===== src/rtl/chd_pkg.sv =====
package chd_pkg;

  localparam int MAX_SYMBOLS_DEF   = 288;
  localparam int MAX_CODE_BITS_DEF = 15;
  localparam int LEN_SLOTS         = 16;
  localparam int LIT_SYMBOLS       = 288;
  localparam int DIST_SYMBOLS      = 32;
  localparam int SYM_W             = 9;

  typedef enum logic [1:0] {
    CMD_LOAD     = 2'd0,
    CMD_FIXLIT   = 2'd1,
    CMD_FIXDIST  = 2'd2,
    CMD_DECODE   = 2'd3
  } chd_cmd_t;

  typedef enum logic [2:0] {
    S_IDLE,
    S_FILL,
    S_COUNT,
    S_FIRST,
    S_SORT,
    S_DEC
  } chd_state_t;

  typedef struct packed {
    chd_cmd_t   cmd;
    logic [8:0] symbol_index;
    logic [3:0] code_length;
    logic       last_length;
    logic       bit_in;
  } chd_in_t;

  typedef struct packed {
    logic [8:0] symbol;
    logic [3:0] code_bits;
    logic       error;
  } chd_out_t;

  typedef struct packed {
    logic hit;
    logic idx_ok;
  } chd_match_t;

  // fixed deflate code lengths
  function automatic logic [3:0] fixed_len(input logic [8:0] sym, input logic lit);
    logic [3:0] l;
    if (!lit) begin
      l = 4'd5;
    end else if (sym <= 9'd143 || sym >= 9'd280) begin
      l = 4'd8;
    end else if (sym <= 9'd255) begin
      l = 4'd9;
    end else begin
      l = 4'd7;
    end
    return l;
  endfunction

endpackage


===== src/rtl/chd_match.sv =====
module chd_match #(
  parameter int MAX_SYMBOLS = chd_pkg::MAX_SYMBOLS_DEF,
  parameter int CNT_W       = $clog2(MAX_SYMBOLS + 1)
) (
  input  logic [15:0]          acc,
  input  logic                 len_ok,
  input  logic [15:0]          first_code,
  input  logic [CNT_W-1:0]     count,
  input  logic [CNT_W-1:0]     first_index,
  output chd_pkg::chd_match_t  match,
  output logic [CNT_W:0]       k
);
  import chd_pkg::*;

  logic [15:0] off;

  // offset only matters on a hit, where it stays below count
  assign off = acc - first_code;
  assign k   = {1'b0, first_index} + off[CNT_W:0];

  always_comb begin
    match.hit    = len_ok && (acc >= first_code) && (off < 16'(count));
    match.idx_ok = (32'(k) < 32'(MAX_SYMBOLS));
  end

endmodule


===== config.mk =====
export PLATFORM = sky130hd
export DESIGN_NAME = chd_match
export DESIGN_NICKNAME = d
export VERILOG_FILES = /design/src/rtl/chd_pkg.sv /design/src/rtl/chd_match.sv
export SDC_FILE = /design/constraint.sdc
export NUM_CORES = 1
export LEC_CHECK = 0
export BUFFER_PORTS_ARGS = -buffer_cell sky130_fd_sc_hd__buf_4
export CAP_MARGIN = 20
export CORE_MARGIN = 4
export CORE_UTILIZATION = 39
export DETAILED_ROUTE_END_ITERATION = 12
export GPL_TIMING_DRIVEN = 0
export PLACE_DENSITY = 0.67
export RECOVER_POWER = 50
export SLEW_MARGIN = 0
export SYNTH_ARGS = -nofsm -noshare
export SYNTH_HDL_FRONTEND = slang
export SYNTH_SLANG_ARGS = --single-unit

===== constraint.sdc =====
create_clock -name vclk -period 5.5
set_input_delay 0.275 -clock vclk [all_inputs]
set_output_delay 0.275 -clock vclk [all_outputs]
set_load 0.01 [all_outputs]

Yosys cells after proc, flatten, opt, wreduce, memory -nomap -nowiden
Cells that the tools add are included.
- register bits after elaboration: 0
- output and inout port bits: 12
- logic and storage cells: 7
- $add $sub $neg: 2
- magnitude comparators: 3
- reduce and logical (&&, ||, !) cells: 2
- operator list (cell ; number):
    16-bit greater-or-equal comparator ; 1
    16-bit by 9-bit < comparator with 1-bit output ; 1
    16-bit subtractor ; 1
    9-bit by 10-bit adder with 10-bit output ; 1
    10-bit by 9-bit < comparator with 1-bit output (second input constant) ; 1
    1-bit logical AND ; 2

Longest topological paths before layout
- depth in word-level cells: 3
- mapped depth: 16
- mapped depth without buffers: 16

Least setup slack after synthesis
No wires, ideal clock.
- path type: input port to output port
- start: input acc[0]
- end: output match[0] (netlist name)
- data arrival time: 2934 ps
- required time: 5225 ps
- path slack: 2291 ps
- cell stages on the path: 13
- path buffers: 0
- cells stage by stage: inv_1 -> ha_1 -> fa_1 -> nor2b_4 -> o31a_4 -> o21a_1 -> nor2_1 -> xnor2_1 -> ha_1 -> o41a_1 -> xor2_1 -> or3_1 -> a21oi_1
- RTL lines (what ; line ; source):
    start, declared ; chd_match.sv:5 ; input logic [15:0] acc,
    end, declared ; chd_match.sv:10 ; output chd_pkg::chd_match_t match,

==> results.md <==
* Initial DRC count at 50
* P_leak at roughly 1.1 nW
* Slowest Stage Delay on Critical Path at between 0.4 and 0.5 ns
* Kind of cell adding the most delay to the critical path: adder cells
* Compound-Gate Fraction of Synth Area at between 20% and 30%
* N_diodes at 0
* Outcome: complete, no violations
* Min Clock Period, post-route at 3.46 ns
* Startpoint Class: input pin
* GRT Util Overall at approximately 15%
* Die width at 69.7 um
* Sequential cell area fraction in the yosys report at 0%
* Residual DRC at 0
* Slew margin rel. at 72.7%
* Initial antenna violation count at 0
* Num rows at 22
* Power per Cell Area at about 170 nW/um2
* Worst slew pin tran at 0.406 ns
* Synth cell types at 45
* Largest net degree at the start of global routing at 9
* IO Port Bufs at between 60 and 70
* Max-cap violations at 0
* Critical Path Fanout Max at 5
* Util after Layout at a little over half
* Final setup viols at 0
* Most frequent cells in the layout: buf_4, inv_1, ha_1, a21oi_1
* Hold WC Path Type: in2out
* Synth Area in XOR/XNOR at 9.45%
* Grt ovf at 0
* Share of cells above drive strength 1 at roughly a quarter
* Mapped Nets at 294
* Initial Util at approximately two fifths
* Largest family of logic cells by synthesized area: adder cells
* Synth Area in Adders at between 30 and 40%
* DP Wirelength at between 3000 and 4000 um
* First-pass GRT wire length at ~6300 um
* Vias per cell at 5.11
* Buf/Inv on CP at 3
* Worst EP required at between 5 and 6 ns
* Gpl congestion at approximately 0.86
* WL per Instance at roughly 11 um
* Core box area at about 3700 um2
* Final Max Slew Viols at 0
* Die Area at ~4900 um2
* Mux cell area share after synthesis at 0.759%
* Post-Synth Simple-Gate Area at 20.3%
* Worst IR Drop VDD at about 0.00019 V
* Critical Path End Type: output port
* Post-Syn Area at between 1000 and 1500 um2
* Leading cell type in the layout, fill and taps excluded: buf_4
* Seq cells at 0
* Maximum clock rate at between 200 and 300 MHz
* Post-Synthesis Cells at about 210
* Fill cells at 390
* Vias in the first global route at approximately 1500
* Tcrit/Tclk final at between 60% and 70%
* Layout area overhead at 34.4%
* Iteration count of the initial detailed-routing pass at 4
* Hold Slack at 0.889 ns
* Post-Syn Area per Cell at 7.13 um2
* # resized after CTS at 0
* Cells along the critical path: buf_4 > inv_1 > ha_1 > fa_1 > nor2b_4 > o21ai_0 > a21oi_1 > ha_1 > nand3_1 > o211ai_1 > o41a_1 > xor2_1 > or3_1 > a21oi_1 > buf_4
* CTS Hold Buffers Added at 0
* Layout clock buffer count at 0
* Ys Warns at 0
* Via count at between 1500 and 2000
* Cells after DPL at around 320
* Final WL at around 3700 um
* Worst EP arrival at 3.18 ns
* CP Class: in2out
* Detail Route Antenna Nets at 0
* RSZ-0062 raised after global routing: false
* Fin. Hold Viols at 0
* Final net count at around 360
* Setup TNS at 0 ns
* Finished Layout Cells at ~320
* Post-CTS repair timing setup buffer count at 0
* Io pins at 63
* Crit path max-delay cell type: fa_1
* Register Area at 0 um2
* Die height at 69.7 um
-- final timing paths --
kind	end	slack (ns)	cells past startpoint	startpoint
min	k[0]	0.89	3	first_index[0]
max	match[0]	2.04	15	acc[0]
-- per-stage QoR --
step                power (mW)  setup slack [ns]  instance area [um2]
floorplan                0.222              2.29                 1480
global placement         0.344              2.05                 2020
detailed placement       0.346              2.03                 2020
CTS                      0.348              2.02                 2020
global route             0.371              1.81                 1990
finish                   0.331              2.04                 1990
-- area by class of cell --
cell class | count | area, um2 | area share (%)
inverter | 33 | 124 | 6.21
timing repair buffer | 63 | 450 | 22.6
multi-input combinational | 172 | 1350 | 67.5
buffer | 3 | 13.8 | 0.691
tap | 48 | 60.1 | 3.01
-- per-layer routing --
metal | up-vias | share of wire [%] | GRT usage (%)
met3 | 0 | 5.6 | 1.16
met4 | 0 | 0 | 0
met1 | 707 | 48 | 20.8
li1 | 874 | - | -
met2 | 49 | 46 | 25.3
met5 | - | 0 | 0
-- synthesized netlist by cell type, drive strengths merged, types with 2 or more instances --
cell type / instances / area [um2]
ha: 33 / 413
inv: 33 / 124
a21oi: 16 / 83.8
nand2: 13 / 48.8
nor2: 13 / 48.8
o21ai: 13 / 65.1
xnor2: 11 / 96.3
nand3: 9 / 45.0
a21o: 8 / 60.1
nor3: 6 / 30.0
o21a: 5 / 37.5
xor2: 5 / 43.8
a211oi: 3 / 22.5
a31oi: 3 / 18.8
nor2b: 3 / 26.3
o21bai: 3 / 22.5
o31a: 3 / 35.0
and3: 2 / 12.5
clkbuf: 2 / 8.75
fa: 2 / 40.0
nand2b: 2 / 12.5
nand4: 2 / 12.5
nor4: 2 / 18.8
-- where the power goes --
| part | internal (mW) | switching (mW) | total [mW] |
|---|---|---|---|
| registers | 0 | 0 | 0 |
| logic | 0.162 | 0.170 | 0.331 |
| clock network | 0 | 0 | 0 |
| total | 0.162 | 0.170 | 0.331 |
-- worst min-delay path, delay by kind of cell --
kind | cells | cell delay, ns
buffers and inverters | 2 | 0.23
adders and majority gates | 1 | 0.12
-- logic make-up (layout without fill, tap and decap cells) --
kind of cell               Yosys count  in the layout
AOI/OAI and AO/OA                   62             62
and+or+nand+nor                     58             58
buffers and inverters               36             99
adders and majority gates           35             35
xor gates and xnor gates            16             16
muxes                                1              1
No activity file was read; power rests on OpenSTA's default activity.
